<file path="src/isu_pkg.sv">
// shared types, constants and helpers of the ising spin update block
package isu_pkg;

	// lattice geometry, side must be a power of two
	localparam int SIDE    = 64;
	localparam int COL_W   = $clog2(SIDE);
	localparam int CELLS   = SIDE * SIDE;
	localparam int SITE_W  = 12;
	localparam int NTHRESH = 5;
	localparam int THR_W   = 17;
	localparam int IDX_W   = $clog2(NTHRESH);
	localparam int RND_W   = 16;
	localparam int ENER_W  = 17;
	localparam int DE_W    = 4;
	localparam int UP_W    = 13;
	localparam int CFG_IDX_W = 3;

	localparam logic [THR_W-1:0] THR_RESET = 17'd65536;

	typedef enum logic [1:0] {
		ACT_LOAD       = 2'd0,
		ACT_FLIP       = 2'd1,
		ACT_SET_ENERGY = 2'd2,
		ACT_NONE       = 2'd3
	} action_t;

	typedef enum logic [1:0] {
		RD_ABOVE = 2'd0,
		RD_BELOW = 2'd1,
		RD_ROW   = 2'd2
	} rd_sel_t;

	typedef enum logic [2:0] {
		ST_CLEAR,
		ST_IDLE,
		ST_RD_ABOVE,
		ST_RD_BELOW,
		ST_RD_ROW,
		ST_GET_ROW,
		ST_COMMIT
	} state_t;

	// controller to datapath
	typedef struct packed {
		logic    load_item;
		logic    clear_wr;
		logic    rd_en;
		rd_sel_t rd_sel;
		logic    cap_above;
		logic    cap_below;
		logic    cap_row;
		logic    commit;
	} isu_cmd_t;

	// datapath to controller
	typedef struct packed {
		logic clear_last;
		logic out_free;
	} isu_status_t;

	// clamp an 18-bit signed energy into -32768..32768
	function automatic logic signed [ENER_W-1:0] clamp_energy(input logic signed [ENER_W:0] v);
		logic signed [ENER_W-1:0] r;
		r = v[ENER_W-1:0];
		if (v > 18'sd32768) begin
			r = 17'sd32768;
		end else if (v < -18'sd32768) begin
			r = -17'sd32768;
		end
		return r;
	endfunction

endpackage

</file>
<file path="src/ising_metropolis_spin_update_top.sv">
// top level of the 2d ising metropolis single spin flip unit
// Keeps a 64 by 64 lattice of one-bit spins with periodic wraparound in a row-wide
// memory (64 rows of 64 bits) and runs one item at a time. A Metropolis attempt reads
// the row above, the row below and the site's own row through the memory's single read
// port, counts the up neighbours, picks one of five acceptance thresholds and writes
// the row back on a flip. An accepted item passes the states RD_ABOVE, RD_BELOW, RD_ROW,
// GET_ROW and COMMIT before it reaches the result register, and no new item is taken
// before that; COMMIT waits while an earlier result still waits on m_tready. Spin loads and
// energy loads run the same sequence. After reset a clearing pass zeroes the lattice one
// row per cycle, all 64 rows, during which s_tready stays low; threshold writes on the
// cfg channel are taken in every cycle and should only be made while the unit is idle.
module ising_metropolis_spin_update_top (
	input  logic        clk,
	input  logic        arst_n,
	// input items
	input  logic        s_tvalid,
	output logic        s_tready,
	input  logic [47:0] s_tdata,   // site[11:0], spin_value[12], random_u[28:13],
	                               // energy_value[45:29], zero fill
	input  logic [1:0]  s_tuser,   // action: load spin, metropolis attempt, set energy
	// result items
	output logic        m_tvalid,
	input  logic        m_tready,
	output logic [39:0] m_tdata,   // accepted[0], delta_energy[4:1], spin_after[5],
	                               // up_total[18:6], energy_total[35:19], zero fill
	// threshold register writes
	input  logic        cfg_valid,
	output logic        cfg_ready,
	input  logic [isu_pkg::CFG_IDX_W-1:0] cfg_index,
	input  logic [isu_pkg::THR_W-1:0]     cfg_data
);

	isu_pkg::isu_cmd_t    cmd;
	isu_pkg::isu_status_t status;

	logic                                 accepted, spin_after;
	logic signed [isu_pkg::DE_W-1:0]      delta_energy;
	logic [isu_pkg::UP_W-1:0]             up_total;
	logic signed [isu_pkg::ENER_W-1:0]    energy_total;

	// thresholds are plain registers, always writable
	assign cfg_ready = 1'b1;

	// sequencer
	isu_ctrl u_ctrl (
		.clk      (clk),
		.arst_n   (arst_n),
		.in_valid (s_tvalid),
		.in_ready (s_tready),
		.status   (status),
		.cmd      (cmd)
	);

	// lattice, arithmetic and result register
	isu_datapath u_dp (
		.clk          (clk),
		.arst_n       (arst_n),
		.cmd          (cmd),
		.status       (status),
		.action       (s_tuser),
		.site         (s_tdata[11:0]),
		.spin_value   (s_tdata[12]),
		.random_u     (s_tdata[28:13]),
		.energy_value (s_tdata[45:29]),
		.cfg_wr       (cfg_valid && cfg_ready),
		.cfg_index    (cfg_index),
		.cfg_data     (cfg_data),
		.out_ready    (m_tready),
		.out_valid    (m_tvalid),
		.accepted     (accepted),
		.delta_energy (delta_energy),
		.spin_after   (spin_after),
		.up_total     (up_total),
		.energy_total (energy_total)
	);

	// result packing, first field in the low bits
	assign m_tdata = {4'b0000, energy_total, up_total, spin_after, delta_energy, accepted};

endmodule

</file>
<file path="src/isu_ctrl.sv">
// sequencer: clearing pass, three row reads, commit
module isu_ctrl (
	input  logic                clk,
	input  logic                arst_n,
	input  logic                in_valid,
	output logic                in_ready,
	input  isu_pkg::isu_status_t status,
	output isu_pkg::isu_cmd_t   cmd
);

	isu_pkg::state_t state_q, state_d;

	always_ff @(posedge clk or negedge arst_n) begin
		if (!arst_n) begin
			state_q <= isu_pkg::ST_CLEAR;
		end else begin
			state_q <= state_d;
		end
	end

	always_comb begin
		state_d  = state_q;
		cmd      = '0;
		cmd.rd_sel = isu_pkg::RD_ROW;
		in_ready = 1'b0;
		unique case (state_q)
			isu_pkg::ST_CLEAR: begin
				cmd.clear_wr = 1'b1;
				if (status.clear_last) begin
					state_d = isu_pkg::ST_IDLE;
				end
			end
			isu_pkg::ST_IDLE: begin
				in_ready = 1'b1;
				if (in_valid) begin
					cmd.load_item = 1'b1;
					state_d = isu_pkg::ST_RD_ABOVE;
				end
			end
			isu_pkg::ST_RD_ABOVE: begin
				cmd.rd_en  = 1'b1;
				cmd.rd_sel = isu_pkg::RD_ABOVE;
				state_d = isu_pkg::ST_RD_BELOW;
			end
			isu_pkg::ST_RD_BELOW: begin
				cmd.rd_en     = 1'b1;
				cmd.rd_sel    = isu_pkg::RD_BELOW;
				cmd.cap_above = 1'b1;
				state_d = isu_pkg::ST_RD_ROW;
			end
			isu_pkg::ST_RD_ROW: begin
				cmd.rd_en     = 1'b1;
				cmd.rd_sel    = isu_pkg::RD_ROW;
				cmd.cap_below = 1'b1;
				state_d = isu_pkg::ST_GET_ROW;
			end
			isu_pkg::ST_GET_ROW: begin
				cmd.cap_row = 1'b1;
				state_d = isu_pkg::ST_COMMIT;
			end
			isu_pkg::ST_COMMIT: begin
				if (status.out_free) begin
					cmd.commit = 1'b1;
					state_d = isu_pkg::ST_IDLE;
				end
			end
			default: begin
				state_d = isu_pkg::ST_IDLE;
			end
		endcase
	end

endmodule

</file>
<file path="src/isu_datapath.sv">
// lattice row memory, neighbour count, acceptance test, counters and result register
module isu_datapath (
	input  logic                                 clk,
	input  logic                                 arst_n,
	input  isu_pkg::isu_cmd_t                    cmd,
	output isu_pkg::isu_status_t                 status,
	input  logic [1:0]                           action,
	input  logic [isu_pkg::SITE_W-1:0]           site,
	input  logic                                 spin_value,
	input  logic [isu_pkg::RND_W-1:0]            random_u,
	input  logic signed [isu_pkg::ENER_W-1:0]    energy_value,
	input  logic                                 cfg_wr,
	input  logic [isu_pkg::CFG_IDX_W-1:0]        cfg_index,
	input  logic [isu_pkg::THR_W-1:0]            cfg_data,
	input  logic                                 out_ready,
	output logic                                 out_valid,
	output logic                                 accepted,
	output logic signed [isu_pkg::DE_W-1:0]      delta_energy,
	output logic                                 spin_after,
	output logic [isu_pkg::UP_W-1:0]             up_total,
	output logic signed [isu_pkg::ENER_W-1:0]    energy_total
);

	localparam int SIDE  = isu_pkg::SIDE;
	localparam int COL_W = isu_pkg::COL_W;

	// thresholds
	logic [isu_pkg::THR_W-1:0] thr_q [isu_pkg::NTHRESH];

	always_ff @(posedge clk or negedge arst_n) begin
		if (!arst_n) begin
			for (int k = 0; k < isu_pkg::NTHRESH; k++) begin
				thr_q[k] <= isu_pkg::THR_RESET;
			end
		end else if (cfg_wr && ({1'b0, cfg_index} < (isu_pkg::CFG_IDX_W+1)'(isu_pkg::NTHRESH))) begin
			thr_q[cfg_index[isu_pkg::IDX_W-1:0]] <= cfg_data;
		end
	end

	// item registers
	isu_pkg::action_t                      action_q;
	logic [isu_pkg::SITE_W-1:0]            site_q;
	logic                                  spin_q;
	logic [isu_pkg::RND_W-1:0]             rnd_q;
	logic signed [isu_pkg::ENER_W-1:0]     ev_q;

	always_ff @(posedge clk) begin
		if (cmd.load_item) begin
			action_q <= isu_pkg::action_t'(action);
			site_q   <= site;
			spin_q   <= spin_value;
			rnd_q    <= random_u;
			ev_q     <= energy_value;
		end
	end

	logic [COL_W-1:0] col, col_r, col_l, row, row_up, row_dn;
	assign col    = site_q[COL_W-1:0];
	assign row    = site_q[COL_W +: COL_W];
	assign col_r  = col + 1'b1;
	assign col_l  = col - 1'b1;
	assign row_up = row + 1'b1;
	assign row_dn = row - 1'b1;

	// row-wide lattice memory, one read and one write port
	logic [SIDE-1:0] lat_mem_q [SIDE];
	logic [SIDE-1:0] rd_data_q;
	logic [COL_W-1:0] rd_addr, wr_addr;
	logic [SIDE-1:0] wr_data;
	logic            wr_en;

	always_comb begin
		unique case (cmd.rd_sel)
			isu_pkg::RD_ABOVE: rd_addr = row_up;
			isu_pkg::RD_BELOW: rd_addr = row_dn;
			isu_pkg::RD_ROW:   rd_addr = row;
			default:           rd_addr = row;
		endcase
	end

	always_ff @(posedge clk) begin
		if (wr_en) begin
			lat_mem_q[wr_addr] <= wr_data;
		end
		if (cmd.rd_en) begin
			rd_data_q <= lat_mem_q[rd_addr];
		end
	end

	// clearing pass counter
	logic [COL_W-1:0] clr_row_q;

	always_ff @(posedge clk or negedge arst_n) begin
		if (!arst_n) begin
			clr_row_q <= '0;
		end else if (cmd.clear_wr) begin
			clr_row_q <= clr_row_q + 1'b1;
		end
	end

	assign status.clear_last = (clr_row_q == COL_W'(SIDE - 1));

	// neighbour rows
	logic [SIDE-1:0] above_q, below_q, row_q;

	always_ff @(posedge clk) begin
		if (cmd.cap_above) above_q <= rd_data_q;
		if (cmd.cap_below) below_q <= rd_data_q;
		if (cmd.cap_row)   row_q   <= rd_data_q;
	end

	// evaluation
	logic                               self_spin, in_range, flip_ok, new_self, item_we;
	logic [2:0]                         n_up, thr_idx;
	logic [3:0]                         n2;
	logic signed [isu_pkg::DE_W-1:0]    de_calc, de_out;
	logic                               acc;
	logic [isu_pkg::THR_W-1:0]          thr;
	logic [isu_pkg::UP_W-1:0]           up_q, up_next;
	logic signed [isu_pkg::ENER_W-1:0]  energy_q, energy_next;
	logic signed [isu_pkg::ENER_W:0]    e_sum;
	logic [SIDE-1:0]                    new_row;

	assign self_spin = row_q[col];
	assign n_up = 3'(above_q[col]) + 3'(below_q[col]) + 3'(row_q[col_r]) + 3'(row_q[col_l]);
	assign n2 = {n_up, 1'b0};
	assign de_calc = self_spin ? $signed(4'(n2 - 4'd4)) : $signed(4'(4'd4 - n2));
	assign thr_idx = self_spin ? n_up : 3'(3'd4 - n_up);
	assign thr = thr_q[thr_idx];
	assign flip_ok = ({1'b0, rnd_q} < thr);
	assign in_range = ({1'b0, site_q} < (isu_pkg::SITE_W+1)'(isu_pkg::CELLS));
	assign e_sum = {energy_q[isu_pkg::ENER_W-1], energy_q}
		+ {{(isu_pkg::ENER_W - isu_pkg::DE_W){de_calc[isu_pkg::DE_W-1]}}, de_calc, 1'b0};

	always_comb begin
		new_self    = self_spin;
		item_we     = 1'b0;
		acc         = 1'b0;
		de_out      = '0;
		up_next     = up_q;
		energy_next = energy_q;
		if (in_range) begin
			unique case (action_q)
				isu_pkg::ACT_LOAD: begin
					new_self = spin_q;
					item_we  = 1'b1;
					if (self_spin != spin_q) begin
						up_next = spin_q ? up_q + 1'b1 : up_q - 1'b1;
					end
				end
				isu_pkg::ACT_FLIP: begin
					de_out = de_calc;
					if (flip_ok) begin
						acc      = 1'b1;
						new_self = !self_spin;
						item_we  = 1'b1;
						up_next  = self_spin ? up_q - 1'b1 : up_q + 1'b1;
						energy_next = isu_pkg::clamp_energy(e_sum);
					end
				end
				isu_pkg::ACT_SET_ENERGY: begin
					energy_next = isu_pkg::clamp_energy({ev_q[isu_pkg::ENER_W-1], ev_q});
				end
				isu_pkg::ACT_NONE: begin
				end
				default: begin
				end
			endcase
		end
		new_row = row_q;
		new_row[col] = new_self;
	end

	assign wr_en   = cmd.clear_wr || (cmd.commit && item_we);
	assign wr_addr = cmd.clear_wr ? clr_row_q : row;
	assign wr_data = cmd.clear_wr ? '0 : new_row;

	always_ff @(posedge clk or negedge arst_n) begin
		if (!arst_n) begin
			up_q     <= '0;
			energy_q <= '0;
		end else if (cmd.commit) begin
			up_q     <= up_next;
			energy_q <= energy_next;
		end
	end

	// result register
	logic out_valid_q;

	always_ff @(posedge clk or negedge arst_n) begin
		if (!arst_n) begin
			out_valid_q <= 1'b0;
		end else if (cmd.commit) begin
			out_valid_q <= 1'b1;
		end else if (out_ready) begin
			out_valid_q <= 1'b0;
		end
	end

	always_ff @(posedge clk) begin
		if (cmd.commit) begin
			accepted     <= acc;
			delta_energy <= de_out;
			spin_after   <= in_range ? new_self : 1'b0;
			up_total     <= up_next;
			energy_total <= energy_next;
		end
	end

	assign out_valid       = out_valid_q;
	assign status.out_free = !out_valid_q || out_ready;

endmodule

</file>
<file path="config.mk">
export PLATFORM = sky130hd
export DESIGN_NAME = ising_metropolis_spin_update_top
export DESIGN_NICKNAME = d
export VERILOG_FILES = /design/src/isu_pkg.sv /design/src/ising_metropolis_spin_update_top.sv /design/src/isu_ctrl.sv /design/src/isu_datapath.sv
export SDC_FILE = /design/constraint.sdc
export NUM_CORES = 2
export LEC_CHECK = 0
export BUFFER_PORTS_ARGS = -buffer_cell sky130_fd_sc_hd__buf_2
export CAP_MARGIN = 20
export CORE_MARGIN = 2
export CORE_UTILIZATION = 44
export CTS_BUF_LIST = sky130_fd_sc_hd__clkbuf_16
export CTS_CLUSTER_DIAMETER = 100
export CTS_CLUSTER_SIZE = 20
export DETAILED_ROUTE_END_ITERATION = 16
export PLACE_DENSITY_LB_ADDON = 0.15
export SLEW_MARGIN = 20
export SYNTH_ARGS = -nofsm -noshare
export SYNTH_HDL_FRONTEND = slang
export SYNTH_SLANG_ARGS = --single-unit
export TNS_END_PERCENT = 20
</file>
<file path="constraint.sdc">
create_clock -name clk -period 34.3 [get_ports clk]
set_input_delay 5.145 -clock clk [delete_from_list [all_inputs] [get_ports clk]]
set_output_delay 5.145 -clock clk [all_outputs]
set_load 0.01 [all_outputs]
</file>
======== Word-level counts from Yosys, hierarchy flattened ========
Memories as Yosys holds them, arrays and structs flattened. A register that Yosys moved wholly into a read port is not among the register bits.
Index checks and enable logic that the tools add are counted.
operators by class
  $add $sub $neg .......................... 14
  multipliers ............................. 0
  divide/modulo/power cells ............... 0
  $lt $le $gt $ge ......................... 13
  eq/ne operators ......................... 14
  shift operators ......................... 0
  mux-type cells .......................... 57
  bitwise gates (word level) .............. 2
  reduce and logical (&&, ||, !) cells .... 13
operators by type and width
  cell                                                  count
  2-to-1 mux 17 bit                                     8
  bitwise mux 85 bit                                    1
  bitwise mux 64 bit                                    1
  2-to-1 mux 64 bit                                     1
  2-to-1 mux 13 bit                                     4
  binary-select mux 17 bit (select 3 bit)               1
  demux 17 bit (select 3 bit)                           1
  one-hot mux 17 bit (2 select lines)                   1
  binary-select mux 1 bit (select 6 bit)                5
  one-hot mux 13 bit (2 select lines)                   1
  < comparator 6 x 7 -> 1 bit, second input constant    3
  2-to-1 mux 1 bit                                      21
  one-hot mux 3 bit (7 select lines)                    1
  adder 17 x 5 -> 18 bit                                1
  adder 6 x 1 -> 6 bit, second input constant           3
  > comparator 18 x 17 -> 1 bit, second input constant  1
  < comparator 18 x 16 -> 1 bit, second input constant  1
  > comparator 17 bit, second input constant            1
  < comparator 16 x 17 -> 1 bit                         1
  < comparator 17 x 16 -> 1 bit, second input constant  1
  adder 13 x 1 -> 13 bit, second input constant         1
  subtractor 13 x 1 -> 13 bit, second input constant    1
  2-to-1 mux 3 bit                                      4
  one-hot mux 6 bit (2 select lines)                    1
  other kinds (31)                                      48
storage, ports and cells
  flip-flop bits (word level) ............. 401
  bits in latches ......................... 0
  bits in writable memories ............... 4096
  ROM bits ................................ 0
  input port bits ......................... 75
  output and inout port bits .............. 43
  logic and storage cells ................. 137
  memories ................................ 1
memories
  memory          words  width  read ports  clocked after memory_dff  write ports  RTL line            RTL
  u_dp.lat_mem_q  64     64     1           1                         1            isu_datapath.sv:66  logic [SIDE-1:0] lat_mem_q [SIDE];

======== Logic depth before layout (Yosys ltp) ========
  depth after elaboration ................. 18
  depth in mapped cells ................... 37
  mapped depth without buffers ............ 30

======== Hierarchy ========
Synthesis repeated with hierarchy kept, for this count alone.
unflattened totals
  cells, all modules ...................... 8584
  area, all modules ....................... 180498.1 um^2
by module, submodules not included
  module                            times used  cells each  area each (um^2)  seq. area each (um^2)
  isu_datapath                      1           8547        180202.8          136236.9
  isu_ctrl                          1           28          235.2             75.1
  ising_metropolis_spin_update_top  1           9           60.1              0.0

======== Least setup slack after synthesis ========
Ideal clock, no wire load.
  kind .................................... register to register
  start point ............................. reg u_dp.site_q[0] in the netlist's numbering
  end point ............................... mem u_dp.lat_mem_q[35][0] (enable)
  setup time .............................. 683 ps
  arrival time ............................ 14789 ps
  required time ........................... 33617 ps
  path slack .............................. 18828 ps
  stages on the path, launching flop included .. 31
  period minus slack after synthesis ...... 15472 ps
  cells stage by stage .................... edfxtp_1 -> buf_6 -> clkinv_1 -> ha_1 -> clkbuf_1 -> clkbuf_1 -> clkbuf_1 -> mux4_2 -> mux4_2 -> mux2_2 -> o21ai_0 -> fa_1 -> fa_1 -> inv_1 -> o41ai_4 -> o21ai_1 -> buf_2 -> mux4_2 -> a22oi_1 -> ha_1 -> a21oi_1 -> o21ai_0 -> a2111oi_0 -> o21ai_0 -> o221ai_1 -> a211oi_1 -> a21oi_1 -> a32o_1 -> nor4_4 -> buf_6 -> a2111oi_1
between the ends
  word-level cells in the longest chain between the ends .. 18
  elaborated cells on any way between the ends .. 28
RTL lines
  element                                                                                RTL line                                 RTL
  start: declaration                                                                     isu_datapath.sv:42                       logic [isu_pkg::SITE_W-1:0] site_q;
  start signal: assignment                                                               isu_datapath.sv:50                       site_q <= site;
  adder 6 x 1 -> 6 bit / binary-select mux 1 bit (select 6 bit) (equally long branches)  isu_datapath.sv:60, isu_datapath.sv:125
  binary-select mux 1 bit (select 6 bit) / 2-to-1 mux 1 bit (equally long branches)      isu_datapath.sv:125                      assign n_up = 3'(above_q[col]) + 3'(below_q[col]) + 3'(row_q[col_r]) + 3'(row_q[col_l]);
  2-to-1 mux 1 bit (implied by the code) / adder 1 x 1 -> 2 bit (equally long branches)  isu_datapath.sv:125
  adder 3 x 1 -> 3 bit (2 in a row)                                                      isu_datapath.sv:125
  subtractor 3 bit                                                                       isu_datapath.sv:128                      assign thr_idx = self_spin ? n_up : 3'(3'd4 - n_up);
  2-to-1 mux 3 bit (*)                                                                   isu_datapath.sv:128
  NOT 3 -> 4 bit (implied by the code) (*)                                               isu_datapath.sv:129                      assign thr = thr_q[thr_idx];
  binary-select mux 17 bit (select 3 bit) (*)                                            isu_datapath.sv:129
  2-to-1 mux 17 bit (implied by the code) (*) (2 in a row)                               isu_datapath.sv:129
  < comparator 16 x 17 -> 1 bit (*)                                                      isu_datapath.sv:130                      assign flip_ok = ({1'b0, rnd_q} < thr);
  2-to-1 mux 1 bit (*)                                                                   isu_datapath.sv:153                      if (flip_ok) begin
  one-hot mux 1 bit (2 select lines) (*)                                                 isu_datapath.sv:143                      unique case (action_q)
  logical AND 1 bit (*)                                                                  isu_datapath.sv:174                      assign wr_en = cmd.clear_wr || (cmd.commit && item_we);
  logical OR 1 bit (*)                                                                   isu_datapath.sv:174
  2-to-1 mux 1 bit (*)                                                                   isu_datapath.sv:82                       if (wr_en) begin
  2-to-1 mux 1 bit (implied by the code) (*)                                             isu_datapath.sv:83                       lat_mem_q[wr_addr] <= wr_data;
  end: declaration                                                                       isu_datapath.sv:66
Every way passes the cells marked *; elsewhere a longest branch is shown, timed or not. The select of a mux whose other input is x is not followed.

======== Worst setup path after layout ========
  start point ............................. reg u_dp.site_q[0] in the netlist's numbering
  end point ............................... mem u_dp.lat_mem_q[60][30] (enable)
The elaborated chain is that of the path after synthesis.

==> parameters.txt <==
Parameter                              Value

Route
  Aggregate routed wire length ... 496.4 mm
  Number of detailed-route iterations in the first pass ... 6
  Via/cell ratio ... 6.284
  Iteration-0 DRC count of the detailed router ... 11.93k
  Vias ... 89.62k
  Detailed-route DRC error count ... 0
  Avg WL per Cell ... 34.81 um
  Post-route ant nets ... 0

Critical path
  Crit path required time ... 34860 ps
  Crit path top cell by count ... sky130_fd_sc_hd__buf_4
  Register-to-register setup slack ... approximately 21000 ps
  Capturing point of the worst reg2reg path ... u_dp.lat_mem_q[60][30]
  Max stage delay on crit path ... 910 ps
  Termination of the worst setup path ... u_dp.lat_mem_q[60][30]
  Critical path startpoint ... u_dp.site_q[0]
  Crit Path Class ... register to register
  Length in cells of the worst reg-to-reg path ... 31
  Startpoint of the lowest-slack register-to-register path ... u_dp.site_q[0]
  Critical path launch point type ... register
  Slowest stage cell on the critical path ... sky130_fd_sc_hd__ha_1
  Maximum fanout count along the critical path ... 60
  Data arrival time of the worst path ... 14100 ps
  Worst Setup End Kind ... register

Cells and area
  Syn-to-layout area delta ... 9.190%
  Net total in the final layout ... between 8k and 9k
  Total area of multi-input combinational cells ... 0.04396 mm^2
  Share of layout cells above drive strength 1 ... 24.76%
  Filler cells ... 33.23k
  FF+latch area ... 0.1363 mm^2

Synth
  Syn Inst Count ... 8587
  Count of synthesis-stage warnings from yosys ... 0
  Synth Register Bits ... approximately 4.6k
  Number of flops mapped to enable cells by yosys ... ~4.4k
  Synth Flop Type ... sky130_fd_sc_hd__edfxtp_1
  Post-synthesis area per instance ... 21.12 um^2
  Post-synth top cells ... 4435 x sky130_fd_sc_hd__edfxtp_1, 1153 x sky130_fd_sc_hd__mux4_2, 359 x sky130_fd_sc_hd__clkbuf_1, 300 x sky130_fd_sc_hd__a21oi_1, 280 x sky130_fd_sc_hd__mux2i_1
  Area leader, netlist ... sky130_fd_sc_hd__edfxtp_1
  Share of synthesized area occupied by flip-flops and latches ... between 70% and 80%
  Number of distinct library cells after synthesis ... between 90 and 100
  Cell area after synthesis ... approximately 0.18 mm^2
  Cell types with the largest area share after synthesis ... sky130_fd_sc_hd__edfxtp_1 73%, sky130_fd_sc_hd__mux4_2 14%, sky130_fd_sc_hd__dfrtp_1 1.7%
  Area fraction of the dominant cell type after synthesis ... around three quarters
  Ys async rst share ... under 10%
  Most common cell in the synthesized netlist ... sky130_fd_sc_hd__edfxtp_1

Floorplan
  Die width ... ~650 um
  Num rows ... 235
  Starting Density ... between 40% and 50%
  Die footprint ... 0.4174 mm^2
  Die height ... 646.1 um
  Core Area ... between 0.4 and 0.5 mm^2
  Number of top-level pins ... 118

STA
  Max Freq ... 73.87 MHz
  Worst clock skew on the final layout ... 52.19 ps
  Slew @ Worst Pin ... roughly 1200 ps
  Final critical-path required period ... between 10000 and 15000 ps
  Final-report hold violation count ... 0
  Finish-stage setup viols ... 0
  Setup repair after global routing missed its margin ... no
  Setup TNS after final layout ... 0 ps
  WHS ... ~490 ps
  Fraction of the cycle the final worst path needs ... 39.47%
  Number of pins with negative max-slew slack in the final report ... 0
  Worst slew margin relative to its limit ... 18.69%

Placed design
  Count of port buffers added during placement ... 109
  Routability cong. ... 0.8718
  Placed wire-length estimate ... 262.3 mm

Pwr
  Overall power of the completed layout ... 9380 uW
  Pwr/cell area ... 47.36 mW/mm^2
  Leak Pwr ... around 0.051 uW
  IR Drop Worst-Case VDD ... roughly 0.000041 V

Clocking
  Clock root buffer master ... sky130_fd_sc_hd__clkbuf_16
  Number of post-CTS setup repair buffers ... 0
  Number of clock buffers inserted by TritonCTS ... 269
  Clock tree from TritonCTS ... yes
  Clock transition at the register clock pins on the worst setup and hold paths after CTS ... 90 ps
  Hold-fix buffers, CTS ... 0
  Htree depth ... 5
  Clock Latency Late Sink ... 960 ps
  Sinks on Clock Net ... 4560
  Cts repair resizes ... 0
  Number of buffers on the longest clock path ... 4

Global route
  Global Route Usage Sum ... 23.50%
  GR Overflow Total ... 0
  Pin count of the biggest net entering global routing ... 135
  Initial antenna violation count ... 23
  Number of global-route vias before repair ... a little under 90k
  First-pass GRT wire length ... roughly 700 mm

Job
  Max-capacitance violation count ... 0

Status
  Status ... complete, no violations

Worst hold path
  Worst hold path class ... register to register
[kinds of logic (layout without fill, tap and decap cells)]
group,Yosys count,in the layout,synth area share [%]
AOI/OAI and AO/OA,1034,1034,4.193
adders and majority gates,50,50,0.3615
other,2,9,0.004140
xor gates and xnor gates,46,46,0.2221
muxes,1526,1526,16.44
and+or+nand+nor,772,772,2.301
buffers and inverters,597,814,1.328
DFF,4560,4560,75.15
[area by class of cell]
cell class	count	area share, %
Antenna cell	3	0.003790
Clock buffer	277	3.500
Multi-Input combinational cell	3434	22.20
Tap cell	5451	3.444
Inverter	48	0.09413
Clock inverter	53	0.2502
Sequential cell	4560	68.83
Timing Repair Buffer	436	1.685
[registers in the layout (all words and copies together), names as in the netlist, 2 cells and up]
signal,cells
u_dp.ev_q,17
u_dp.energy_total,17
u_dp.clr_row_q,6
u_dp.below_q,64
u_dp.delta_energy,3
u_dp.rd_data_q,64
u_ctrl.state_q,3
u_dp.rnd_q,16
u_dp.up_total,13
u_dp.thr_q,85
u_dp.site_q,12
u_dp.energy_q,17
u_dp.row_q,64
u_dp.above_q,64
u_dp.action_q,2
u_dp.up_q,13
u_dp.lat_mem_q,4096
[layer usage]
| layer | GRT usage, % | share of wire, % |
|---|---|---|
| met4 | 5.102 | 2.3 |
| met2 | 37.65 | 48 |
| met3 | 3.353 | 7.1 |
| met1 | 34.50 | 43 |
| met5 | 0 | 0.0060 |
[power breakdown]
part / switching, uW / internal (uW)
Combinational: 43.7 / 34.9
Clock: 1790 / 1470
Sequential: 10.9 / 6030
Total: 1840 / 7540
[placed cells by master, fill, tap and decap left out, types with 79 or more instances in the layout]
master	n
sky130_fd_sc_hd__mux2i_1	279
sky130_fd_sc_hd__mux4_2	1153
sky130_fd_sc_hd__buf_4	299
sky130_fd_sc_hd__nand2_1	178
sky130_fd_sc_hd__nor3_1	79
sky130_fd_sc_hd__edfxtp_1	4435
sky130_fd_sc_hd__dfrtp_1	120
sky130_fd_sc_hd__clkbuf_16	277
sky130_fd_sc_hd__nor2b_1	266
sky130_fd_sc_hd__buf_2	108
sky130_fd_sc_hd__a21oi_1	298
sky130_fd_sc_hd__mux2_2	92
sky130_fd_sc_hd__a22oi_1	84
sky130_fd_sc_hd__a211oi_1	260
[worst min path at each step]
stage                  startpoint  cells past startpoint  slack [ps]               end
2_1_floorplan   u_dp.rd_data_q[0]                      0         440   u_dp.above_q[0]
3_3_place_gp    u_dp.rd_data_q[5]                      0         460     u_dp.row_q[5]
3_5_place_dp    u_dp.rd_data_q[5]                      0         470     u_dp.row_q[5]
4_1_cts         u_dp.rd_data_q[5]                      0         490     u_dp.row_q[5]
5_1_grt         u_dp.rd_data_q[5]                      0         510     u_dp.row_q[5]
6_report       u_dp.rd_data_q[35]                      0         490  u_dp.below_q[35]
[per-stage QoR]
stage          worst slack, ps  instances  instance area (um^2)  utilization, %
4_1_cts                  20750      14259                198000           48.28
5_1_grt                  20250      14261                198100           48.28
2_1_floorplan            18830       8591                181400               -
6_report                 20760      14262                198100           48.29
3_3_place_gp             20990      13926                190600           46.46
3_5_place_dp             20820      13929                190600           46.47
[worst max-delay path: cells and delay by family (launching register included)]
kind                     cells  cell delay (ps)
buffers and inverters        9             4360
AO/OA/AOI/OAI               13             4100
adder cells (fa/ha/maj)      4             2350
multiplexers                 4             1710
flip-flops                   1              350
AND/OR/NAND/NOR              1               70
No activity file was read; power rests on OpenSTA's default activity.
